## config.mk

```make
export PLATFORM = sky130hd
export DESIGN_NAME = sorted_message_queue
export DESIGN_NICKNAME = d
export VERILOG_FILES = /design/src/smq_pkg.sv /design/src/sorted_message_queue.sv
export SDC_FILE = /design/constraint.sdc
export NUM_CORES = 2
export LEC_CHECK = 0
export BUFFER_PORTS_ARGS = -buffer_cell sky130_fd_sc_hd__buf_2
export CORE_MARGIN = 3
export CORE_UTILIZATION = 54
export CTS_BUF_LIST = sky130_fd_sc_hd__clkbuf_4
export CTS_CLUSTER_SIZE = 10
export DETAILED_ROUTE_END_ITERATION = 6
export GPL_TIMING_DRIVEN = 0
export MAX_ROUTING_LAYER = met4
export PLACE_DENSITY = 0.71
export SKIP_CTS_REPAIR_TIMING = 1
export SLEW_MARGIN = 10
export SYNTH_ARGS = -nofsm -noshare
export SYNTH_HDL_FRONTEND = slang
export SYNTH_SLANG_ARGS = --single-unit
```

## constraint.sdc

```tcl
create_clock -name clk -period 16.5 [get_ports clk]
set_clock_uncertainty 0.1 [all_clocks]
set_input_delay 0.825 -clock clk [delete_from_list [all_inputs] [get_ports clk]]
set_output_delay 0.825 -clock clk [all_outputs]
set_load 0.01 [all_outputs]
```

## src/smq_pkg.sv

```systemverilog
// ============================================================================
// smq_pkg: shared types and codes for the sorted message queue
// Entry and result layouts, command and status codes.
// ============================================================================
package smq_pkg;

  localparam int KEY_W = 32;
  localparam int TAG_W = 16;
  localparam int OCC_W = 5;
  localparam int STS_W = 2;

  // command codes
  localparam logic CMD_INSERT = 1'b0;
  localparam logic CMD_POP    = 1'b1;

  // status codes
  localparam logic [STS_W-1:0] ST_DONE  = 2'd0;
  localparam logic [STS_W-1:0] ST_FULL  = 2'd1;
  localparam logic [STS_W-1:0] ST_EMPTY = 2'd2;

  // one stored message entry
  typedef struct packed {
    logic [KEY_W-1:0] key;
    logic [KEY_W-1:0] ends;
    logic [TAG_W-1:0] tag;
  } entry_t;

  // one result transaction
  typedef struct packed {
    logic [STS_W-1:0] status;
    logic [KEY_W-1:0] start_date;
    logic [KEY_W-1:0] end_date;
    logic [TAG_W-1:0] tag;
    logic [OCC_W-1:0] occupancy;
  } result_t;

  // signed compare a < b on raw key bits
  function automatic logic key_less(input logic [KEY_W-1:0] a, input logic [KEY_W-1:0] b);
    return $signed(a) < $signed(b);
  endfunction

endpackage

```

## src/sorted_message_queue.sv

```systemverilog
// ============================================================================
// sorted_message_queue: date-ordered message queue
// Holds up to CAPACITY entries sorted by ascending signed start date in a
// circular buffer kept in one synchronous memory; pops the head entry.
// ============================================================================
//
//  channel | handshake           | payload
//  --------+---------------------+---------------------------------------------
//  in      | in_valid / in_stall | cmd, start_date, end_date, message_tag
//  out     | out_valid/out_stall | status, popped_start_date, popped_end_date,
//          |                     | popped_tag, occupancy
//
//  One transaction at a time. Pop accepts the command, then takes the head
//  entry from memory; a pop on an empty queue and an insert into a full or
//  empty queue finish on acceptance. Any other insert moves the entries above
//  the insert point up one slot, the single memory read port stepping from the
//  tail toward the insert point one entry a cycle, then writes the new entry.
//  A finished result loads the output register when it is free; if that
//  register still holds an unaccepted result, the new one parks and the input
//  stalls until the receiver takes the old one and the parked one moves over.
//  Reset (rst, synchronous): clears count, head pointer and control state;
//  the input stalls while reset is high. The memory is not cleared; only
//  slots below the count are ever read.
//
module sorted_message_queue
  import smq_pkg::*;
#(
  parameter int CAPACITY = 16
) (
  input  logic             clk,
  input  logic             rst,
  // input transactions
  input  logic             in_valid,
  output logic             in_stall,
  input  logic             cmd,
  input  logic [KEY_W-1:0] start_date,
  input  logic [KEY_W-1:0] end_date,
  input  logic [TAG_W-1:0] message_tag,
  // result transactions
  output logic             out_valid,
  input  logic             out_stall,
  output logic [STS_W-1:0] status,
  output logic [KEY_W-1:0] popped_start_date,
  output logic [KEY_W-1:0] popped_end_date,
  output logic [TAG_W-1:0] popped_tag,
  output logic [OCC_W-1:0] occupancy
);

  localparam int AW = $clog2(CAPACITY);
  localparam int CW = $clog2(CAPACITY + 1);
  localparam logic [CW-1:0] CAP_C = CW'(CAPACITY);

  // sequencer states
  localparam logic [2:0] S_IDLE  = 3'd0;  // waiting for a transaction
  localparam logic [2:0] S_POP   = 3'd1;  // head entry arriving from memory
  localparam logic [2:0] S_INS   = 3'd2;  // scanning down from the tail, shifting up
  localparam logic [2:0] S_PLACE = 3'd3;  // new entry goes to the head slot
  localparam logic [2:0] S_RES   = 3'd4;  // result waits for the output register

  // logical slot to physical address in the circular buffer
  function automatic logic [AW-1:0] phys(input logic [AW-1:0] h, input logic [AW-1:0] l);
    logic [AW:0] s;
    s = {1'b0, h} + {1'b0, l};
    if (s >= (AW + 1)'(CAPACITY)) begin
      s = s - (AW + 1)'(CAPACITY);
    end
    return s[AW-1:0];
  endfunction

  // control and data registers
  logic [2:0]    state, state_next;
  logic [AW-1:0] head, head_next;      // physical address of the queue head
  logic [CW-1:0] count, count_next;    // entries held
  logic [AW-1:0] idx, idx_next;        // logical slot under the scan
  entry_t        cur, cur_next;        // entry being inserted
  result_t       res, res_next;        // result parked while output is busy
  result_t       out_q;

  // storage
  entry_t        mem [CAPACITY];
  entry_t        rd_data;
  logic          rd_en, wr_en;
  logic [AW-1:0] rd_addr, wr_addr;
  entry_t        wr_data;

  // completion and output load
  logic          in_acc;
  logic          fin_valid;
  result_t       fin;
  logic          out_free;
  logic          out_load;
  result_t       load_data;
  logic [CW-1:0] cnt_m1;
  entry_t        new_item;

  assign in_stall = rst | (state != S_IDLE);
  assign in_acc   = in_valid & ~in_stall;
  assign out_free = ~out_valid | ~out_stall;
  assign cnt_m1   = count - 1'b1;

  assign new_item.key  = start_date;
  assign new_item.ends = end_date;
  assign new_item.tag  = message_tag;

  always_ff @(posedge clk) begin
    if (wr_en) begin
      mem[wr_addr] <= wr_data;
    end
    if (rd_en) begin
      rd_data <= mem[rd_addr];
    end
  end

  always_comb begin
    state_next = state;
    head_next  = head;
    count_next = count;
    idx_next   = idx;
    cur_next   = cur;
    res_next   = res;
    rd_en      = 1'b0;
    rd_addr    = head;
    wr_en      = 1'b0;
    wr_addr    = head;
    wr_data    = cur;
    fin_valid  = 1'b0;
    fin        = '0;
    out_load   = 1'b0;
    load_data  = res;

    unique case (state)
      S_IDLE: begin
        if (in_acc) begin
          cur_next = new_item;
          if (cmd == CMD_POP) begin
            if (count == '0) begin
              fin_valid  = 1'b1;
              fin.status = ST_EMPTY;
            end else begin
              rd_en      = 1'b1;
              rd_addr    = head;
              state_next = S_POP;
            end
          end else begin
            if (count == CAP_C) begin
              fin_valid  = 1'b1;
              fin.status = ST_FULL;
            end else if (count == '0) begin
              // first entry goes straight to the head slot
              wr_en      = 1'b1;
              wr_addr    = head;
              wr_data    = new_item;
              count_next = count + 1'b1;
              fin_valid  = 1'b1;
              fin.status = ST_DONE;
            end else begin
              rd_en      = 1'b1;
              rd_addr    = phys(head, cnt_m1[AW-1:0]);
              idx_next   = cnt_m1[AW-1:0];
              state_next = S_INS;
            end
          end
        end
      end
      S_POP: begin
        head_next      = phys(head, AW'(1));
        count_next     = count - 1'b1;
        fin_valid      = 1'b1;
        fin.status     = ST_DONE;
        fin.start_date = rd_data.key;
        fin.end_date   = rd_data.ends;
        fin.tag        = rd_data.tag;
      end
      S_INS: begin
        wr_en   = 1'b1;
        wr_addr = phys(head, idx + 1'b1);
        if (key_less(rd_data.key, cur.key)) begin
          // stored key is smaller: new entry lands just above it
          wr_data    = cur;
          count_next = count + 1'b1;
          fin_valid  = 1'b1;
          fin.status = ST_DONE;
        end else begin
          // equal or larger key moves up one slot
          wr_data = rd_data;
          if (idx == '0) begin
            state_next = S_PLACE;
          end else begin
            rd_en    = 1'b1;
            rd_addr  = phys(head, idx - 1'b1);
            idx_next = idx - 1'b1;
          end
        end
      end
      S_PLACE: begin
        wr_en      = 1'b1;
        wr_addr    = head;
        wr_data    = cur;
        count_next = count + 1'b1;
        fin_valid  = 1'b1;
        fin.status = ST_DONE;
      end
      S_RES: begin
        if (out_free) begin
          out_load   = 1'b1;
          load_data  = res;
          state_next = S_IDLE;
        end
      end
      default: begin
        state_next = S_IDLE;
      end
    endcase

    fin.occupancy = OCC_W'(count_next);

    // finished result: straight to the output when free, else park it
    if (fin_valid) begin
      if (out_free) begin
        out_load   = 1'b1;
        load_data  = fin;
        state_next = S_IDLE;
      end else begin
        res_next   = fin;
        state_next = S_RES;
      end
    end
  end

  always_ff @(posedge clk) begin
    if (rst) begin
      state     <= S_IDLE;
      head      <= '0;
      count     <= '0;
      idx       <= '0;
      out_valid <= 1'b0;
    end else begin
      state <= state_next;
      head  <= head_next;
      count <= count_next;
      idx   <= idx_next;
      if (out_load) begin
        out_valid <= 1'b1;
      end else if (out_valid && !out_stall) begin
        out_valid <= 1'b0;
      end
    end
    cur <= cur_next;
    res <= res_next;
    if (out_load) begin
      out_q <= load_data;
    end
  end

  assign status            = out_q.status;
  assign popped_start_date = out_q.start_date;
  assign popped_end_date   = out_q.end_date;
  assign popped_tag        = out_q.tag;
  assign occupancy         = out_q.occupancy;

  // ---------------------------------------------------------------------------
  // assertions
  // ---------------------------------------------------------------------------
  a_count_bound: assert property (@(posedge clk) disable iff (rst)
    count <= CAP_C)
    else $error("entry count above capacity");

  a_pop_dec: assert property (@(posedge clk) disable iff (rst)
    state == S_POP |=> count == $past(count) - 1'b1)
    else $error("pop did not drop the count by one");

  a_rw_apart: assert property (@(posedge clk) disable iff (rst)
    (rd_en && wr_en) |-> rd_addr != wr_addr)
    else $error("read and write hit the same slot during a shift");

  a_no_wr_idle_states: assert property (@(posedge clk) disable iff (rst)
    wr_en |-> (state == S_IDLE || state == S_INS || state == S_PLACE))
    else $error("memory write outside insert handling");

  a_empty_status: assert property (@(posedge clk) disable iff (rst)
    (out_load && load_data.status == ST_EMPTY) |-> count == '0)
    else $error("empty status with entries held");

endmodule
```

* After elaboration in Yosys (flattened, before gate mapping)
Memory sizes are Yosys's and may differ from the RTL's. A register that Yosys moved wholly into a read port is not among the register bits.
Index checks and enable logic that the tools add are counted.
Widths: inputs -> output; s select.
** Word-level totals
- Register bits :: 271
- Bits in writable memories :: 1280
- Input port bits :: 85
- Output and inout bits :: 89
- Word-level logic and storage cells :: 150
- Memories kept :: 1
** Operators by class
- Add/sub/neg operators :: 12
- $lt $le $gt $ge :: 5
- Equal/unequal tests :: 18
- Mux-type cells :: 75
- Bitwise gates (word level) :: 7
- Reduce and logical (&&, ||, !) cells :: 14
** Memories
- mem :: depth 16, width 80, read ports 1, clocked after memory_dff 1, wr ports 1, line sorted_message_queue.sv:80 : entry_t mem [CAPACITY];
** Operators by type and width (count)
- $mux 80 :: 6
- $mux 87 :: 2
- $pmux 80 s2 :: 1
- $mux 4 :: 17
- $lt 32x32->1 :: 1
- $mux 3 :: 10
- $mux 5 :: 5
- $mux 1 :: 23
- $ge 5x5->1 const B :: 4
- $pmux 5 s4 :: 1
- $sub 4x1->4 const B :: 5
- $pmux 4 s2 :: 2
- $add 4x4->5 :: 3
- $ne 3x3->1 const B :: 5
- $reduce_and 7->1 :: 2
- $ne 2x2->1 const B :: 6
- $pmux 3 s4 :: 1
- $mux 2 :: 4
- $eq 3x2->1 const B :: 2
- $add 4x1->5 const B :: 1
- $add 5x1->5 const B :: 1
- $eq 5x5->1 const B :: 1
- $logic_not 5->1 :: 1
- $sub 5x1->5 const B :: 1
- other kinds (18) :: 26

* Logic depth before layout (Yosys ltp)
- Depth after elaboration :: 9
- Gate-level depth with buffers :: 15
- Depth with buffers taken out :: 13

* Worst setup path after synthesis
OpenSTA, ideal clock, no wires.
- Kind :: in2reg
- Start point :: input rst
- End point :: register out_q, in the netlist occupancy[0] (enable)
- Library setup time :: 0.561 ns
- Data arrival time :: 8.082 ns
- Data required time :: 15.839 ns
- Slack :: 7.757 ns
- Cell stages on the path :: 9
- Path buffers :: 2
- Path through :: buf_2 > or4_4 > or2_1 > buf_2 > inv_1 > nand2_1 > o211ai_1 > nor2_1 > a21oi_1
** Between the ends
- Longest elaborated chain between the ends :: 6
** RTL lines
- from (decl) :: line sorted_message_queue.sv:31 : input logic rst,
- $or 1x1->1 :: line sorted_message_queue.sv:96 : assign in_stall = rst | (state != S_IDLE);
- via in_stall :: line sorted_message_queue.sv:34 : output logic in_stall,
- $not 1->1 :: line sorted_message_queue.sv:97 : assign in_acc = in_valid & ~in_stall;
- $and 1x1->1 :: line sorted_message_queue.sv:97
- $mux 1 :: line sorted_message_queue.sv:133 : if (in_acc) begin
- $pmux 1 s3 :: line sorted_message_queue.sv:131 : unique case (state)
- $mux 1 :: line sorted_message_queue.sv:218 : if (fin_valid) begin
- via out_load :: line sorted_message_queue.sv:91 : logic out_load;
- to (signal assigned) :: line sorted_message_queue.sv:251 : out_q <= load_data;
- to (decl) :: line sorted_message_queue.sv:77 : result_t out_q;
The timed path passes the listed nets, and every way through them passes these cells.
A chain may end at the register's enable or synchronous reset.

* Worst setup path after layout
- Start point :: register, netlist name rd_data[79]
- End point :: register, netlist name rd_data[61]
** Between the ends
- Longest elaborated chain between the ends :: 3
- Elaborated cells on any way between the ends :: 5
- Those cells by class :: 1 x order compare; 4 x mux
** RTL lines
- $lt 32x32->1 * :: line smq_pkg.sv:39 : return $signed(a) < $signed(b);
- $mux 4 or $mux 1 (tied branches) :: line sorted_message_queue.sv:177 : if (key_less(rd_data.key, cur.key)) begin
- $pmux 4 s2 or $pmux 1 s2 (tied branches) :: line sorted_message_queue.sv:131
Mark *: on every way between the ends. The rest lies on a longest branch, timed or not.

==> results.py <==
metrics = {
    "clock_tree": {
        "clkSinkCount": 1631,
        "clk_pin_slew_worst_paths_ns": 0.07,
        "ctsHtreeMaxLevel": 5,
        "clkLatencyLatePin_ns": 1.30,
        "clockBufferDepth": 4,
        "clockRootBuffer": "clkbuf_4",
        "cts_tree": "yes",
        "cts_made_buffers": 410,
    },
    "power_and_ir_drop": {
        "ir_drop_uv": 133.7,
        "power_density_nw_per_um2": 188.9,
        "finalPower_w": 0.01402,
        "p_leak_nw": 28.67,
    },
    "flow_run": {
        "maxCapViolations": 0,
    },
    "status": {
        "status": "complete, but fails checks",
        "violations": "design-rule violations",
    },
    "placed_design": {
        "globalplace.congestion": 0.9217,
        "dp.cells": 5340,
        "io_buffers": 171,
        "hpwlAfterDp_um": 111400,
    },
    "yosys": {
        "synth_enable_flop_cells": 1614,
        "synth.yosys.seq_area_share_pct": 76.81,
        "synth_top_area_share_pct": 76.27,
        "ys_async_sr_fraction_pct": 0,
        "synth.distinct_cells": 57,
        "syn_area_per_cell_sq_um": 17.87,
        "syn_area_sq_um": 63540,
        "netlist.top_cell.by_area": "edfxtp_1",
        "ys_seq_elements": 1631,
        "ys.warnings.count": 0,
        "synth_flop_cell": "edfxtp_1",
        "synthCells": 3555,
        "synthTopCellsByArea": "edfxtp_1, mux2i_1, o22ai_1",
        "synth_nets": 3687,
    },
    "cells_and_area": {
        "drive_gt1_share_pct": 22.34,
        "register_area_sq_um": 48810,
        "fin_cells": 6109,
        "area_growth_pct": 16.84,
        "final_nets": 4443,
        "multi_input_area_sq_um": 13580,
        "fillers": 8076,
    },
    "timing": {
        "timing.final.crit_share_pct": 39.00,
        "hold_viol": 0,
        "worstMarginPinSlew_ns": 1.468,
        "fmax_ghz": 0.1554,
        "slew_headroom_pct": 2.142,
        "fin_tns_setup_ns": 0,
        "post-route-min-period_ns": 6.435,
        "maxSlewViolCount": 0,
        "setup_viol": 0,
        "rsz0062_at_grt": "false",
    },
    "global_routing": {
        "grt_use_met3_pct": 8.149,
        "overflow": 0,
        "grt_pass1_vias": 37040,
        "track_usage_pct": 30.08,
        "met2_usage_pct": 43.89,
        "use_met1_pct": 40.46,
        "grt_max_degree": 58,
        "antenna_found_initial": 12,
        "grt_pass1_wl_um": 252700,
        "grt-busiest-layer": "met2",
    },
    "setup_path": {
        "crit_path_top_delay_cell": "clkbuf_1",
        "crit_start": "rd_data[79]",
        "cp_cell_sequence": "ha_1 -> nand4_1 -> nor4_1 -> o2bb2ai_1 -> o21ai_0 -> a311o_1 -> o211ai_1 -> buf_2 -> buf_2 -> clkbuf_1 -> mux2i_1 -> o22ai_1 -> or4_1",
        "cp.arrival_ns": 7.31,
        "cp-start-kind": "flip-flop",
        "path_delay_family": "buffers and inverters",
        "worst-r2r-setup-slack_ns": 10.06,
        "crit_path_end": "rd_data[61]",
        "rr_worst_depth": 13,
        "cp.required_ns": 17.37,
        "r2r_end": "rd_data[61]",
        "path_class": "reg -> reg",
        "cp-end-kind": "flip-flop",
        "r2r_start": "rd_data[79]",
        "critPathMaxFanout": 10,
        "critPathBufInv": 3,
        "cp_num_cells": 13,
        "cp_common_cell": "buf_2",
        "critical_path.max_stage_delay_ns": 1.03,
    },
    "route": {
        "firstDrtPassIters": 7,
        "ant_nets": 0,
        "post_drt_wl_per_cell_um": 29.50,
        "wl_um": 180200,
        "routed_via_density": 6.268,
        "drcViolationCount": 5,
        "num_vias": 38290,
        "dr.first_iter.drc_count": 5663,
    },
    "worst_hold_path": {
        "min_path_type": "in -> reg",
        "min_from": "end_date[5]",
    },
    "floorplan": {
        "rows": 125,
        "ioPinCount": 174,
        "die-width_um": 349.0,
        "dieArea_sq_um": 121800,
        "die_y_um": 349.0,
        "core-area_sq_um": 116500,
        "initial_core_util_pct": 54.54,
    },
}
flip-flops by register name, summed over array words and instances (netlist names), 5 cells and up:
register,cells
popped_end_date,32
rd_data,80
popped_tag,16
cur,80
mem,1280
popped_start_date,32
occupancy,5
res,87
count,5
synthesized netlist by cell type (17+ instances only):
library cell  number
edfxtp_1        1614
mux2i_1          647
o22ai_1          322
clkbuf_1         148
inv_1            125
mux2_2            83
and2_1            82
or4_1             80
a222oi_1          79
nor2_1            45
ha_1              44
buf_2             34
nand2_1           34
a21oi_1           31
o21ai_0           25
dfxtp_1           17
cell type report:
| type | count | area share, % |
|---|---|---|
| diodes | 15 | 0.05055 |
| plain buffers | 199 | 1.146 |
| clock buffers | 573 | 5.794 |
| clock inverters | 98 | 0.6825 |
| inverters | 125 | 0.6387 |
| multi-input cells | 1600 | 18.30 |
| flip-flops and latches | 1631 | 65.73 |
| well taps | 1524 | 2.568 |
| repair buffers | 344 | 5.091 |
per-layer routing:
| metal | wire length [um] | vias to the layer above |
|---|---|---|
| met1 | 68330 | 18890 |
| li1 | - | 16100 |
| met3 | 24040 | 435 |
| met2 | 81420 | 2871 |
| met5 | 0 | - |
| met4 | 6417 | 0 |
layout by cell type, fill, tap and decap left out, types with 80 or more instances in the layout:
master and instances:
edfxtp_1 1614, clkbuf_4 573, or4_1 80, buf_2 206, clkbuf_1 136, dlygate4sd3_1 83
mux2_2 83, mux2i_1 647, inv_1 124, o22ai_1 322, and2_1 82
power by group:
group / switching [W] / internal, W
logic: 0.00328 / 0.00178
registers: 0.000155 / 0.00560
clock network: 0.00156 / 0.00165
total: 0.00500 / 0.00903
logic make-up after synthesis:
logic type      Yosys count  share of synthesized area [%]
fa+ha+maj                47                         0.9609
buf+inv                 324                          2.052
simple gates            300                          2.782
compound gates          502                          5.446
xor+xnor                 21                         0.2894
mux                     730                          11.66
flops                  1631                          76.81
how the worst min path moves through the flow:
stage                        end  cells past startpoint  slack, ns
CTS                       cur[6]                      1      -0.46
global route             cur[21]                      2       0.06
finish                   cur[21]                      2       0.17
detailed placement  occupancy[3]                      2       0.42
floorplan           occupancy[0]                      2       0.40
global placement    occupancy[3]                      2       0.41
through the flow:
stage	setup WS, ns	utilization [%]	area [sq um]	hold slack (ns)
6_report	10.06	63.72	74250	0.1657
5_1_grt	9.913	63.71	74240	0.06178
4_1_cts	10.30	62.98	73380	-0.4618
3_5_place_dp	10.32	58.85	68570	0.4245
3_3_place_gp	0.3269	56.91	66310	0.4099
2_1_floorplan	7.757	-	63540	0.3963
No activity file was read; power rests on OpenSTA's default activity.
